===== src/rtl/amed_pkg.sv =====
// ----------------------------------------------------------------------------
// amed_pkg: shared types and constants
// widths, scaling constants and register indexes of the magnitude event
// detector
// ----------------------------------------------------------------------------
`default_nettype none

package amed_pkg;

	// field widths
	localparam int RAW_W    = 12;
	localparam int SCALED_W = 20;
	localparam int SQ_W     = 2 * SCALED_W;
	localparam int SUM_W    = SQ_W + 2;
	localparam int FRAC_W   = 16;
	localparam int RAD_W    = SUM_W + FRAC_W;
	localparam int ROOT_W   = RAD_W / 2;
	localparam int MAG_W    = 19;
	localparam int IDX_W    = 13;
	localparam int TMR_W    = 28;
	localparam int TICK_W   = 29;
	localparam int SHIFT_W  = 3;

	// axis scaling: raw * 25600 + 57 is {raw * 100, 57}
	localparam int SCALE_MUL   = 100;
	localparam int SCALE_HI_W  = 19;
	localparam logic [7:0] SCALE_LO = 8'd57;
	localparam int SCALE_NUM_W = SCALE_HI_W + 8;
	localparam int DIV_XZ      = 114;
	localparam int DIV_Y       = 115;

	// magnitude: (r + 520) / 1040 taken as ((r + 520) >> 4) / 65
	localparam int MAG_BIAS    = 520;
	localparam int MAG_PRE_SH  = 4;
	localparam int MAG_DIV     = 65;
	localparam int MAG_NUM_W   = ROOT_W + 1 - MAG_PRE_SH;

	// reset values
	localparam logic [MAG_W-1:0]   AVG_RESET    = 19'd65536;
	localparam logic [MAG_W-1:0]   THR_RESET    = 19'd9830;
	localparam logic [TICK_W-1:0]  PERIOD_RESET = 29'd268435456;
	localparam logic [SHIFT_W-1:0] AVG_SH_RESET = 3'd3;
	localparam logic [SHIFT_W-1:0] DEV_SH_RESET = 3'd2;

	typedef enum logic [1:0] {
		REG_AVG_SHIFT,
		REG_DEV_SHIFT,
		REG_THRESHOLD,
		REG_PERIOD
	} cfg_reg_t;

endpackage

`default_nettype wire


===== src/rtl/amed_cdiv.sv =====
// ----------------------------------------------------------------------------
// amed_cdiv: bit-serial divider by a constant
// restoring division, one quotient bit per cycle, dividend shifted out at the
// top while quotient bits shift in at the bottom
// ----------------------------------------------------------------------------
`default_nettype none

module amed_cdiv
	import amed_pkg::*;
#(
	parameter int NUM_W   = 27,
	parameter int DIVISOR = 114
) (
	input  wire logic             clk,
	input  wire logic             arst_n,
	input  wire logic             start,
	input  wire logic [NUM_W-1:0] num,
	output logic                  done,
	output logic [NUM_W-1:0]      quot
);

	localparam int DEN_W = $clog2(DIVISOR + 1);
	localparam int CNT_W = $clog2(NUM_W);
	localparam logic [DEN_W:0] DEN = (DEN_W + 1)'(DIVISOR);

	logic [NUM_W-1:0] acc_q;
	logic [DEN_W-1:0] rem_q;
	logic [CNT_W-1:0] cnt_q;
	logic             run_q;
	logic             done_q;

	logic [DEN_W:0]   trial;
	logic [DEN_W:0]   diff;
	logic             ge;

	assign trial = {rem_q, acc_q[NUM_W-1]};
	assign ge    = (trial >= DEN);
	assign diff  = trial - DEN;

	always_ff @(posedge clk or negedge arst_n) begin
		if (!arst_n) begin
			run_q  <= 1'b0;
			done_q <= 1'b0;
			cnt_q  <= '0;
		end else begin
			done_q <= !start && run_q && (cnt_q == CNT_W'(NUM_W - 1));
			if (start) begin
				run_q <= 1'b1;
				cnt_q <= '0;
			end else if (run_q) begin
				cnt_q <= cnt_q + 1'b1;
				if (cnt_q == CNT_W'(NUM_W - 1)) begin
					run_q <= 1'b0;
				end
			end
		end
	end

	always_ff @(posedge clk) begin
		if (start) begin
			acc_q <= num;
			rem_q <= '0;
		end else if (run_q) begin
			acc_q <= {acc_q[NUM_W-2:0], ge};
			rem_q <= ge ? diff[DEN_W-1:0] : trial[DEN_W-1:0];
		end
	end

	assign done = done_q;
	assign quot = acc_q;

endmodule

`default_nettype wire


===== src/rtl/amed_isqrt.sv =====
// ----------------------------------------------------------------------------
// amed_isqrt: digit-serial integer square root
// two radicand bits in and one root bit out per cycle, floor result
// ----------------------------------------------------------------------------
`default_nettype none

module amed_isqrt
	import amed_pkg::*;
(
	input  wire logic              clk,
	input  wire logic              arst_n,
	input  wire logic              start,
	input  wire logic [RAD_W-1:0]  rad,
	output logic                   done,
	output logic [ROOT_W-1:0]      root
);

	localparam int CNT_W = $clog2(ROOT_W);
	localparam int REM_W = ROOT_W + 1;

	logic [RAD_W-1:0]  rad_q;
	logic [REM_W-1:0]  rem_q;
	logic [ROOT_W-1:0] root_q;
	logic [CNT_W-1:0]  cnt_q;
	logic              run_q;
	logic              done_q;

	logic [REM_W+1:0]  t;
	logic [REM_W+1:0]  trial;
	logic [REM_W+1:0]  diff;
	logic              ge;

	assign t     = {rem_q, rad_q[RAD_W-1 -: 2]};
	assign trial = {1'b0, root_q, 2'b01};
	assign ge    = (t >= trial);
	assign diff  = t - trial;

	always_ff @(posedge clk or negedge arst_n) begin
		if (!arst_n) begin
			run_q  <= 1'b0;
			done_q <= 1'b0;
			cnt_q  <= '0;
		end else begin
			done_q <= !start && run_q && (cnt_q == CNT_W'(ROOT_W - 1));
			if (start) begin
				run_q <= 1'b1;
				cnt_q <= '0;
			end else if (run_q) begin
				cnt_q <= cnt_q + 1'b1;
				if (cnt_q == CNT_W'(ROOT_W - 1)) begin
					run_q <= 1'b0;
				end
			end
		end
	end

	always_ff @(posedge clk) begin
		if (start) begin
			rad_q  <= rad;
			rem_q  <= '0;
			root_q <= '0;
		end else if (run_q) begin
			rad_q  <= {rad_q[RAD_W-3:0], 2'b00};
			rem_q  <= ge ? diff[REM_W-1:0] : t[REM_W-1:0];
			root_q <= {root_q[ROOT_W-2:0], ge};
		end
	end

	assign done = done_q;
	assign root = root_q;

endmodule

`default_nettype wire


===== src/rtl/accel_magnitude_event_detector_unit.sv =====
// ----------------------------------------------------------------------------
// accel_magnitude_event_detector_unit: acceleration magnitude event detector
// scales three adc axes to millivolts, takes the vector magnitude in g, keeps
// a moving average and a deviation average, and flags deviation events
// ----------------------------------------------------------------------------
//
// channel   dir  handshake           payload
// s_*       in   s_tvalid/s_tready   s_tdata: x_raw, y_raw, z_raw, timer_count
//                                    s_tuser: x_ok, y_ok, z_ok
// m_*       out  m_tvalid/m_tready   m_tdata: sample_index, magnitude,
//                                      moving_average, deviation, interval_ticks
//                                    m_tuser: event_res
// cfg_*     in   cfg_we              cfg_addr selects the register, cfg_data
//
// one sample is processed at a time: s_tready is high only while the sequencer
// is idle, so the next sample is not taken until the last result is loaded
// into the output register; between the input transfer and the result a sample
// passes the three bit-serial axis dividers, the shared squaring multiplier,
// the bit-serial square root, the /65 divider, the averages and the output
// register load
// arst_n returns the sequencer, the detector state and the config registers
// to their reset values
// a result waiting in the output register does not block the next input
// transfer; only a second finished result waits for m_tready
//
`default_nettype none

module accel_magnitude_event_detector_unit
	import amed_pkg::*;
#(
	parameter int SAMPLE_BUFFER_SIZE = 4096
) (
	input  wire logic         clk,
	input  wire logic         arst_n,
	// input stream
	input  wire logic         s_tvalid,
	output logic              s_tready,
	input  wire logic [63:0]  s_tdata,   // x_raw, y_raw, z_raw, timer_count
	input  wire logic [2:0]   s_tuser,   // x_ok, y_ok, z_ok
	// result stream
	output logic              m_tvalid,
	input  wire logic         m_tready,
	output logic [103:0]      m_tdata,   // sample_index, magnitude,
	                                     // moving_average, deviation,
	                                     // interval_ticks, zero fill
	output logic [0:0]        m_tuser,   // event_res
	// config write port
	input  wire logic         cfg_we,
	input  wire logic [1:0]   cfg_addr,
	input  wire logic [28:0]  cfg_data
);

	localparam logic [31:0] BUF_LIMIT = 32'(SAMPLE_BUFFER_SIZE);
	localparam int          OUT_W     = IDX_W + 3 * MAG_W + TICK_W;

	typedef enum logic [2:0] {
		ST_IDLE,
		ST_SCALE,
		ST_SQUARE,
		ST_ROOT,
		ST_MAGDIV,
		ST_AVG,
		ST_DEV,
		ST_HOLD
	} state_t;

	state_t state_q;

	// config registers
	logic [SHIFT_W-1:0] avg_shift_q;
	logic [SHIFT_W-1:0] dev_shift_q;
	logic [MAG_W-1:0]   thr_q;
	logic [TICK_W-1:0]  period_q;

	// detector state
	logic [SCALED_W-1:0] last_x_q, last_y_q, last_z_q;
	logic [MAG_W-1:0]    avg_q;
	logic [MAG_W-1:0]    dev_q;
	logic [TMR_W-1:0]    prev_q;
	logic [IDX_W-1:0]    idx_q;

	// per-sample working registers
	logic [2:0]          ok_q;
	logic [TICK_W-1:0]   interval_q;
	logic [1:0]          sq_cnt_q;
	logic [SQ_W-1:0]     prod_s1;
	logic [SUM_W-1:0]    sum_q;
	logic [MAG_W-1:0]    mag_q;

	// output register
	logic                m_tvalid_q;
	logic [OUT_W-1:0]    out_q;
	logic                event_q;

	// input field split
	logic [RAW_W-1:0]    x_raw, y_raw, z_raw;
	logic [TMR_W-1:0]    timer_count;
	logic                accept;

	assign x_raw       = s_tdata[11:0];
	assign y_raw       = s_tdata[23:12];
	assign z_raw       = s_tdata[35:24];
	assign timer_count = s_tdata[63:36];

	assign s_tready = (state_q == ST_IDLE);
	assign accept   = s_tvalid && s_tready;

	// index and interval for the incoming sample
	logic [IDX_W-1:0]  idx_next;
	logic [TICK_W-1:0] tick_diff;
	logic [TICK_W-1:0] interval_next;

	assign idx_next  = ({{(32 - IDX_W){1'b0}}, idx_q} > BUF_LIMIT) ? '0 : idx_q + 1'b1;
	assign tick_diff = TICK_W'(timer_count) - TICK_W'(prev_q);
	// counts not increasing means the timer wrapped once
	assign interval_next = (prev_q < timer_count) ? tick_diff : period_q + tick_diff;

	// axis scaling numerators, raw * 25600 + 57
	logic [SCALE_NUM_W-1:0] x_num, y_num, z_num;

	assign x_num = {SCALE_HI_W'(x_raw) * SCALE_HI_W'(SCALE_MUL), SCALE_LO};
	assign y_num = {SCALE_HI_W'(y_raw) * SCALE_HI_W'(SCALE_MUL), SCALE_LO};
	assign z_num = {SCALE_HI_W'(z_raw) * SCALE_HI_W'(SCALE_MUL), SCALE_LO};

	logic                   x_done, y_done, z_done;
	logic [SCALE_NUM_W-1:0] x_quot, y_quot, z_quot;

	amed_cdiv #(.NUM_W(SCALE_NUM_W), .DIVISOR(DIV_XZ)) u_div_x (
		.clk(clk), .arst_n(arst_n), .start(accept), .num(x_num),
		.done(x_done), .quot(x_quot)
	);

	amed_cdiv #(.NUM_W(SCALE_NUM_W), .DIVISOR(DIV_Y)) u_div_y (
		.clk(clk), .arst_n(arst_n), .start(accept), .num(y_num),
		.done(y_done), .quot(y_quot)
	);

	amed_cdiv #(.NUM_W(SCALE_NUM_W), .DIVISOR(DIV_XZ)) u_div_z (
		.clk(clk), .arst_n(arst_n), .start(accept), .num(z_num),
		.done(z_done), .quot(z_quot)
	);

	// sum of squares through one shared multiplier
	logic [SCALED_W-1:0] sq_in;
	logic [SUM_W-1:0]    sum_next;
	logic                root_start;

	always_comb begin
		case (sq_cnt_q)
			2'd0:    sq_in = last_x_q;
			2'd1:    sq_in = last_y_q;
			default: sq_in = last_z_q;
		endcase
	end

	assign sum_next   = sum_q + SUM_W'(prod_s1);
	assign root_start = (state_q == ST_SQUARE) && (sq_cnt_q == 2'd3);

	logic              root_done;
	logic [ROOT_W-1:0] root;

	amed_isqrt u_isqrt (
		.clk(clk), .arst_n(arst_n), .start(root_start),
		.rad({sum_next, {FRAC_W{1'b0}}}),
		.done(root_done), .root(root)
	);

	// magnitude divider, rounding bias and /16 folded in ahead of /65
	logic [ROOT_W:0]      root_biased;
	logic [MAG_NUM_W-1:0] mag_num;
	logic                 md_done;
	logic [MAG_NUM_W-1:0] md_quot;
	logic [MAG_W-1:0]     mag_sat;

	assign root_biased = {1'b0, root} + (ROOT_W + 1)'(MAG_BIAS);
	assign mag_num     = root_biased[ROOT_W:MAG_PRE_SH];

	amed_cdiv #(.NUM_W(MAG_NUM_W), .DIVISOR(MAG_DIV)) u_div_mag (
		.clk(clk), .arst_n(arst_n), .start(root_done), .num(mag_num),
		.done(md_done), .quot(md_quot)
	);

	// saturate to the largest q3.16 value
	assign mag_sat = (|md_quot[MAG_NUM_W-1:MAG_W]) ? '1 : md_quot[MAG_W-1:0];

	// averages: (old * (2^k - 1) + new) >> k, as (old << k) - old + new
	localparam int EW_W = MAG_W + 8;

	logic [EW_W-1:0]  avg_acc, dev_acc;
	logic [EW_W-1:0]  avg_shr, dev_shr;
	logic [MAG_W-1:0] absd;

	assign avg_acc = (EW_W'(avg_q) << avg_shift_q) - EW_W'(avg_q) + EW_W'(mag_q);
	assign avg_shr = avg_acc >> avg_shift_q;
	assign absd    = (mag_q >= avg_q) ? mag_q - avg_q : avg_q - mag_q;
	assign dev_acc = (EW_W'(dev_q) << dev_shift_q) - EW_W'(dev_q) + EW_W'(absd);
	assign dev_shr = dev_acc >> dev_shift_q;

	logic out_free;
	assign out_free = !m_tvalid_q || m_tready;

	// sequencer, detector state and output register
	always_ff @(posedge clk or negedge arst_n) begin
		if (!arst_n) begin
			state_q    <= ST_IDLE;
			last_x_q   <= '0;
			last_y_q   <= '0;
			last_z_q   <= '0;
			avg_q      <= AVG_RESET;
			dev_q      <= '0;
			prev_q     <= '0;
			idx_q      <= '0;
			sq_cnt_q   <= '0;
			m_tvalid_q <= 1'b0;
		end else begin
			// a new result takes the output register as the old one leaves
			if ((state_q == ST_HOLD) && out_free) begin
				m_tvalid_q <= 1'b1;
			end else if (m_tready) begin
				m_tvalid_q <= 1'b0;
			end
			case (state_q)
				ST_IDLE: begin
					if (accept) begin
						idx_q   <= idx_next;
						prev_q  <= timer_count;
						state_q <= ST_SCALE;
					end
				end
				ST_SCALE: begin
					// all three dividers run in lock step
					if (x_done && y_done && z_done) begin
						if (ok_q[0]) last_x_q <= x_quot[SCALED_W-1:0];
						if (ok_q[1]) last_y_q <= y_quot[SCALED_W-1:0];
						if (ok_q[2]) last_z_q <= z_quot[SCALED_W-1:0];
						sq_cnt_q <= '0;
						state_q  <= ST_SQUARE;
					end
				end
				ST_SQUARE: begin
					sq_cnt_q <= sq_cnt_q + 1'b1;
					if (sq_cnt_q == 2'd3) begin
						state_q <= ST_ROOT;
					end
				end
				ST_ROOT: begin
					if (root_done) begin
						state_q <= ST_MAGDIV;
					end
				end
				ST_MAGDIV: begin
					if (md_done) begin
						state_q <= ST_AVG;
					end
				end
				ST_AVG: begin
					avg_q   <= avg_shr[MAG_W-1:0];
					state_q <= ST_DEV;
				end
				ST_DEV: begin
					dev_q   <= dev_shr[MAG_W-1:0];
					state_q <= ST_HOLD;
				end
				ST_HOLD: begin
					if (out_free) begin
						state_q <= ST_IDLE;
					end
				end
				default: begin
					state_q <= ST_IDLE;
				end
			endcase
		end
	end

	// working registers and result payload
	always_ff @(posedge clk) begin
		if (accept) begin
			ok_q       <= s_tuser;
			interval_q <= interval_next;
		end
		if (state_q == ST_SCALE) begin
			sum_q <= '0;
		end else if (state_q == ST_SQUARE) begin
			if (sq_cnt_q != 2'd3) begin
				prod_s1 <= sq_in * sq_in;
			end
			if (sq_cnt_q != 2'd0) begin
				sum_q <= sum_next;
			end
		end
		if (md_done) begin
			mag_q <= mag_sat;
		end
		if ((state_q == ST_HOLD) && out_free) begin
			out_q   <= {interval_q, dev_q, avg_q, mag_q, idx_q};
			event_q <= (dev_q > thr_q);
		end
	end

	// config registers
	always_ff @(posedge clk or negedge arst_n) begin
		if (!arst_n) begin
			avg_shift_q <= AVG_SH_RESET;
			dev_shift_q <= DEV_SH_RESET;
			thr_q       <= THR_RESET;
			period_q    <= PERIOD_RESET;
		end else if (cfg_we) begin
			case (cfg_reg_t'(cfg_addr))
				REG_AVG_SHIFT: avg_shift_q <= cfg_data[SHIFT_W-1:0];
				REG_DEV_SHIFT: dev_shift_q <= cfg_data[SHIFT_W-1:0];
				REG_THRESHOLD: thr_q       <= cfg_data[MAG_W-1:0];
				REG_PERIOD:    period_q    <= cfg_data[TICK_W-1:0];
				default: ;
			endcase
		end
	end

	assign m_tvalid = m_tvalid_q;
	assign m_tdata  = {{(104 - OUT_W){1'b0}}, out_q};
	assign m_tuser  = event_q;

endmodule

`default_nettype wire

===== config.mk =====
export PLATFORM = sky130hd
export DESIGN_NAME = accel_magnitude_event_detector_unit
export DESIGN_NICKNAME = d
export VERILOG_FILES = /design/src/rtl/amed_pkg.sv /design/src/rtl/amed_cdiv.sv /design/src/rtl/amed_isqrt.sv /design/src/rtl/accel_magnitude_event_detector_unit.sv
export SDC_FILE = /design/constraint.sdc
export NUM_CORES = 2
export LEC_CHECK = 0
export ABC_AREA = 1
export ABC_CLOCK_PERIOD_IN_PS = 6550
export BUFFER_PORTS_ARGS = -buffer_cell sky130_fd_sc_hd__buf_2
export CAP_MARGIN = 20
export CORE_ASPECT_RATIO = 0.7
export CORE_MARGIN = 10
export CORE_UTILIZATION = 58
export DETAILED_ROUTE_END_ITERATION = 6
export GPL_TIMING_DRIVEN = 0
export PLACE_DENSITY_LB_ADDON = 0.3
export SYNTH_ARGS = -nofsm -noshare
export SYNTH_HDL_FRONTEND = slang
export SYNTH_SLANG_ARGS = --single-unit
export TNS_END_PERCENT = 30

===== constraint.sdc =====
create_clock -name clk -period 6.55 [get_ports clk]
set_input_delay 0.3275 -clock clk [delete_from_list [all_inputs] [get_ports clk]]
set_output_delay 0.3275 -clock clk [all_outputs]
set_load 0.05 [all_outputs]

* Yosys cells after proc, flatten, opt, wreduce, memory -nomap -nowiden
Cells that the tools add are included.
Widths: inputs -> output; s select.
** Storage, ports and cells
- Register bits after elaboration :: 703
- Logic and storage cells :: 213
** Operators by class
- Add/subtract/negate cells :: 22
- Multiply operators :: 4
- Magnitude comparators :: 9
- Equality and inequality tests :: 24
- Shift-type cells :: 4
- Muxes and demuxes :: 55
- Bitwise logic cells :: 1
- Reduce and logical (&&, ||, !) cells :: 44
** Operators with widths (number)
- $mux 27 :: 6
- $mux 58 :: 2
- $add 27x19->27 :: 2
- $shl 19x3->27 :: 2
- $shr 27x3->19 :: 2
- $sub 27x19->27 :: 2
- $mux 26 :: 2
- $mul 12x5->17 const B :: 3
- $mux 5 :: 10
- $add 42x40->42 :: 1
- $mul 20x20->40 :: 1
- $pmux 20 s2 :: 1
- $sub 19x19->19 :: 2
- $ge 32x31->1 :: 1
- $ge 8x7->1 const B :: 4
- $add 29x10->30 const B :: 1
- $mux 30 :: 1
- $sub 30x30->30 :: 1
- $add 29x29->29 :: 1
- $mux 29 :: 1
- $sub 28x28->29 :: 1
- $lt 28x28->1 :: 1
- $mux 7 :: 4
- $sub 7x7->7 const B :: 4
- 32 further kinds :: 107

* Depth between registers and ports, before layout
- Depth in word-level cells :: 5
- Gate-level depth with buffers :: 38
- Gate-level depth less buffers :: 35

* Hierarchy
From an unflattened synthesis, not the netlist that was laid out.
** Unflattened totals
- Cell total of the unflattened synthesis :: 8311
- Area total of the unflattened synthesis :: 62815.2 um^2
** Modules (own cells, without submodules)
- accel_magnitude_event_detector_unit :: instances 1, cells an instance 6400, area an instance 47774.6 um^2
- amed_isqrt :: instances 1, cells an instance 1073, area an instance 7485.9 um^2
- amed_cdiv (u_div_x ...) :: instances 2, cells an instance 205, area an instance 1863.0 um^2
- amed_cdiv (u_div_y) :: instances 1, cells an instance 217, area an instance 1946.9 um^2
- amed_cdiv (u_div_mag) :: instances 1, cells an instance 211, area an instance 1881.8 um^2

* Worst setup path after synthesis
No wires, ideal clock.
- Path type :: reg2reg
- From :: register sq_cnt_q[0]
- To :: register prod_s1[31], data pin
- Setup time :: 0.252 ns
- Arrival time :: 6.980 ns
- Data required time :: 6.298 ns
- Slack :: -0.683 ns
- Stages on the path, launching flop included :: 34
- Clock period less this slack :: 7.233 ns
- Cells stage by stage :: dfrtp_1 -> ha_1 -> buf_4 -> nor2_4 -> buf_6 -> buf_2 -> a21oi_1 -> inv_2 -> buf_2 -> nand2_1 -> fa_1 -> inv_1 -> fa_1 -> inv_1 -> fa_1 -> inv_1 -> fa_1 -> inv_1 -> fa_1 -> inv_1 -> fa_1 -> inv_1 -> fa_1 -> inv_1 -> ha_1 -> nand2_1 -> nor2_1 -> inv_1 -> nor4_1 -> a21oi_1 -> o21ai_2 -> nand2_1 -> nand3_1 -> nand2_1
** On the way
- Cells in the longest elaborated chain, start to end :: 3
- Elaborated cells between the ends (all ways) :: 4
- Those cells by class :: mul: 1; eq/ne: 1; mux: 1; reduce/logical: 1
** RTL lines
- start: declaration :: RTL line accel_magnitude_event_detector_unit.sv:85 : logic [1:0] sq_cnt_q;
- start signal: assignment :: RTL line accel_magnitude_event_detector_unit.sv:241 : sq_cnt_q <= sq_cnt_q + 1'b1;
- $eq 2x1->1 or $logic_not 2->1 (tied branches) :: RTL line accel_magnitude_event_detector_unit.sv:149 : case (sq_cnt_q)
- $pmux 20 s2 * :: RTL line accel_magnitude_event_detector_unit.sv:149
- $mul 20x20->40 * :: RTL line accel_magnitude_event_detector_unit.sv:286 : prod_s1 <= sq_in * sq_in;
- end signal: assignment :: RTL line accel_magnitude_event_detector_unit.sv:286
- end: declaration :: RTL line accel_magnitude_event_detector_unit.sv:86 : logic [SQ_W-1:0] prod_s1;
Every way passes the cells marked *; elsewhere a longest branch is shown, timed or not.
A chain may end at the register's enable or synchronous reset.

* Worst setup path in the final report
Ends and elaborated chain as after synthesis.

==> flow_summary.ini <==
[yosys]
yosysSeqAreaShare_pct = 30.3
synth_top_cell_by_area = edfxtp_1
synth.top_cell.area_share_pct = 15.3
synth-edff-count = 309
synthTopCellsByArea = edfxtp_1, nand2_1, fa_1
yosys_register_bits = 702
yosysWarnings = 0
synth_commonest_cells = nand2_1, inv_1, o21ai_0
synth-async-reset-ratio_pct = 33.3
netlist_area_mm2 = 0.0606
syn_avg_cell_area_um2 = 7.64
synth_top_flop_cell = edfxtp_1
syn_inst = 7924
synth_cell_type_count = 67
synth.most_common_cell = nand2_1

[clock_network]
cts_num_sinks = 702
clock_latency_ns = 0.67
cts_htree_levels = 3
cts-buffers-inserted = 73
root_buffer = clkbuf_16
cts_buffer_depth = 3
clk_pin_slew_ns = 0.06
cts_tree = yes

[worst_setup_path]
cp-start-kind = flip-flop
r2r_end = prod_s1[31]$_DFFE_PP_
r2r_setup_slack_ns = -0.83
cp.arrival_ns = 7.80
r2r_start = sq_cnt_q[0]$_DFFE_PN0P_
r2r_cells = 32
slowest_delay_ns = 0.56
cp_max_fo = 8
critPathLaunch = sq_cnt_q[0]$_DFFE_PN0P_
endpoint_kind = flip-flop
worstSetupPathType = flip-flop to flip-flop
cpMaxStageDelayCell = fa_1
required_ns = 6.97

[final_layout]
finalNonFillerCells = 9831
multi_input_area_mm2 = 0.0366
syn_to_final_growth_pct = 14.2
n_fill_cell = 8783
layout-drive-gt1-share_pct = 10.3
fin_util_pct = 66.6
nets = 9377
register_area_mm2 = 0.0183

[sta]
skew_ns = 0.0245
final-setup-viol-count = 27
drv_slew = 0
maxSlewHeadroom_pct = 32.2
tightest_slew_ns = 1.02
fmaxAchievable_mhz = 135
hold_viol_final = 0
fin_setup_tns_ns = -14.94
timing.final.crit_period_ns = 7.38
layout_setup_ws_ns = -0.831
period_share_pct = 113
rsz0062_at_grt = yes

[global_route]
grt_util_met1_pct = 46.9
grt_pass1_wl_mm = 298
grtUsageMet2_pct = 46.8
grt_use_total_pct = 31.5
overflow = 0
grt_max_degree = 117
top_usage_layer = met1
antenna_found_initial = 6
grt_use_met3_pct = 6.22
grt_pass1_vias = 53932

[worst_hold_path]
hold_depth = 3
hold_path_startpoint = s_tdata[1]
min_path_type = input pin to flip-flop
min_to = u_div_x.quot[11]$_DFFE_PP_

[power]
p_leak_nw = 36.4
power_mw = 35.2
p_per_area_mw_per_mm2 = 508
ir_drop_uv = 471

[die]
rows = 99
die_area_mm2 = 0.118
die_h_um = 290
ios = 210
core-area_mm2 = 0.104
die_w_um = 406
initial_core_util_pct = 58.3

[placement]
numPortBuffers = 204
gp_congestion = 1.02
dp_cells = 9502
hpwl_mm = 150

[drt]
routed_wl_mm = 190
drtIter0Drc = 6649
vias = 56038
drt-pass1-iter-count = 7
drc = 0
wire_per_inst_um = 19.3
vias_per_cell = 5.70
postRouteAntennaNets = 0

[run_status]
status = finished with violations
violations = negative setup slack

[job]
maxCapViolations = 0
## registers in the layout, indices dropped and copies added, names as in the netlist, 26 cells and up
name,count
sum_q,42
u_div_x.quot,27
prev_q,28
u_div_y.quot,27
u_isqrt.rem_q,30
interval_q,29
out_q,99
prod_s1,39
u_div_z.quot,27
u_isqrt.root,29
period_q,29
u_div_mag.quot,26
u_isqrt.rad_q,42
## logic make-up (layout without fill, tap and decap cells)
logic type / Yosys count / in the layout / synth area share [%]
multiplexers: 32 / 32 / 0.574
adder cells (fa/ha/maj): 869 / 869 / 22.2
other: 1 / 9 / 0.00619
AND/OR/NAND/NOR: 3135 / 3135 / 21.4
XOR/XNOR: 203 / 203 / 2.94
buffers and inverters: 1729 / 2265 / 11.0
AO/OA/AOI/OAI: 1253 / 1253 / 11.5
flip-flops: 702 / 702 / 30.3
## placed cells by master (no fill, tap or decap), types with 22 or more instances in the layout
master,count
edfxtp_1,309
clkbuf_16,82
nand3_1,462
xnor2_1,67
o21ai_0,530
a22oi_1,37
dlygate4sd3_1,62
o21ai_1,24
o22ai_1,62
buf_2,247
dfrtp_1,221
buf_4,125
ha_1,506
o21bai_1,27
a21o_1,39
nand4_1,68
nor3_1,57
nand2_2,58
o211ai_1,22
buf_1,30
nor2_1,480
inv_2,39
a31oi_1,40
xor2_1,134
clkbuf_1,97
buf_12,24
fa_1,333
a21oi_1,352
nand2_1,1877
inv_1,1472
dfxtp_1,159
## through the flow
stage	area [um^2]	setup WS (ns)	hold slack (ns)
after floorplan	61100	-0.165	0.0319
after CTS	68500	-0.611	0.000683
after detailed placement	64000	-1.23	0.145
after global placement	63800	-1.28	0.403
after global routing	69200	-0.979	0.0167
final	69200	-0.831	0.0265
## timing repair
item / CTS / global route
endpoints found under the hold margin: 296 / 0
hold buffers: 62 / 0
setup endpoints to repair: 31 / 31
pin swaps: 61 / 57
resized for setup: 172 / 97
gates cloned: 3 / 1
setup buffers: 87 / 39
## critical path: cells and delay by family (launching register included)
family | cells | cell delay, ns
AOI/OAI and AO/OA | 4 | 0.76
DFF | 1 | 0.42
adders and majority gates | 9 | 4.03
and+or+nand+nor | 7 | 0.89
buffers and inverters | 12 | 1.00
## where the power goes
part           total, mW  internal (mW)  switching [mW]
Combinational       23.7           7.69            16.0
Clock               4.29           2.45            1.84
Sequential          7.18           6.24           0.942
Total               35.2           16.4            18.8
## layer usage
metal / wire length, um / up-vias / part of all wire, %
met5: 13 / - / 0.0068
met4: 4560 / 2 / 2.4
met3: 19600 / 298 / 10
met2: 80800 / 2638 / 43
met1: 84900 / 26729 / 45
li1: - / 26371 / -
## final cells by class
| class | count | area share (%) |
|---|---|---|
| antenna | 4 | 0.0145 |
| buffer | 208 | 1.99 |
| clock buffer | 102 | 3.04 |
| clock inverter | 32 | 0.450 |
| inverter | 1520 | 8.31 |
| multi-input combinational | 5497 | 53.0 |
| sequential | 702 | 26.5 |
| tap | 1363 | 2.47 |
| timing repair buffer | 403 | 4.26 |
## worst max-delay path by stage
stage,endpoint,slack [ns],cells after the start
floorplan,prod_s1[39]$_DFFE_PP_,-0.16,34
global placement,out_q[45]$_DFFE_PP_,-1.28,5
detailed placement,prod_s1[39]$_DFFE_PP_,-1.23,30
CTS,prod_s1[39]$_DFFE_PP_,-0.61,36
global route,prod_s1[31]$_DFFE_PP_,-0.98,32
finish,prod_s1[31]$_DFFE_PP_,-0.83,32
Power figures use the tool's default switching activity.
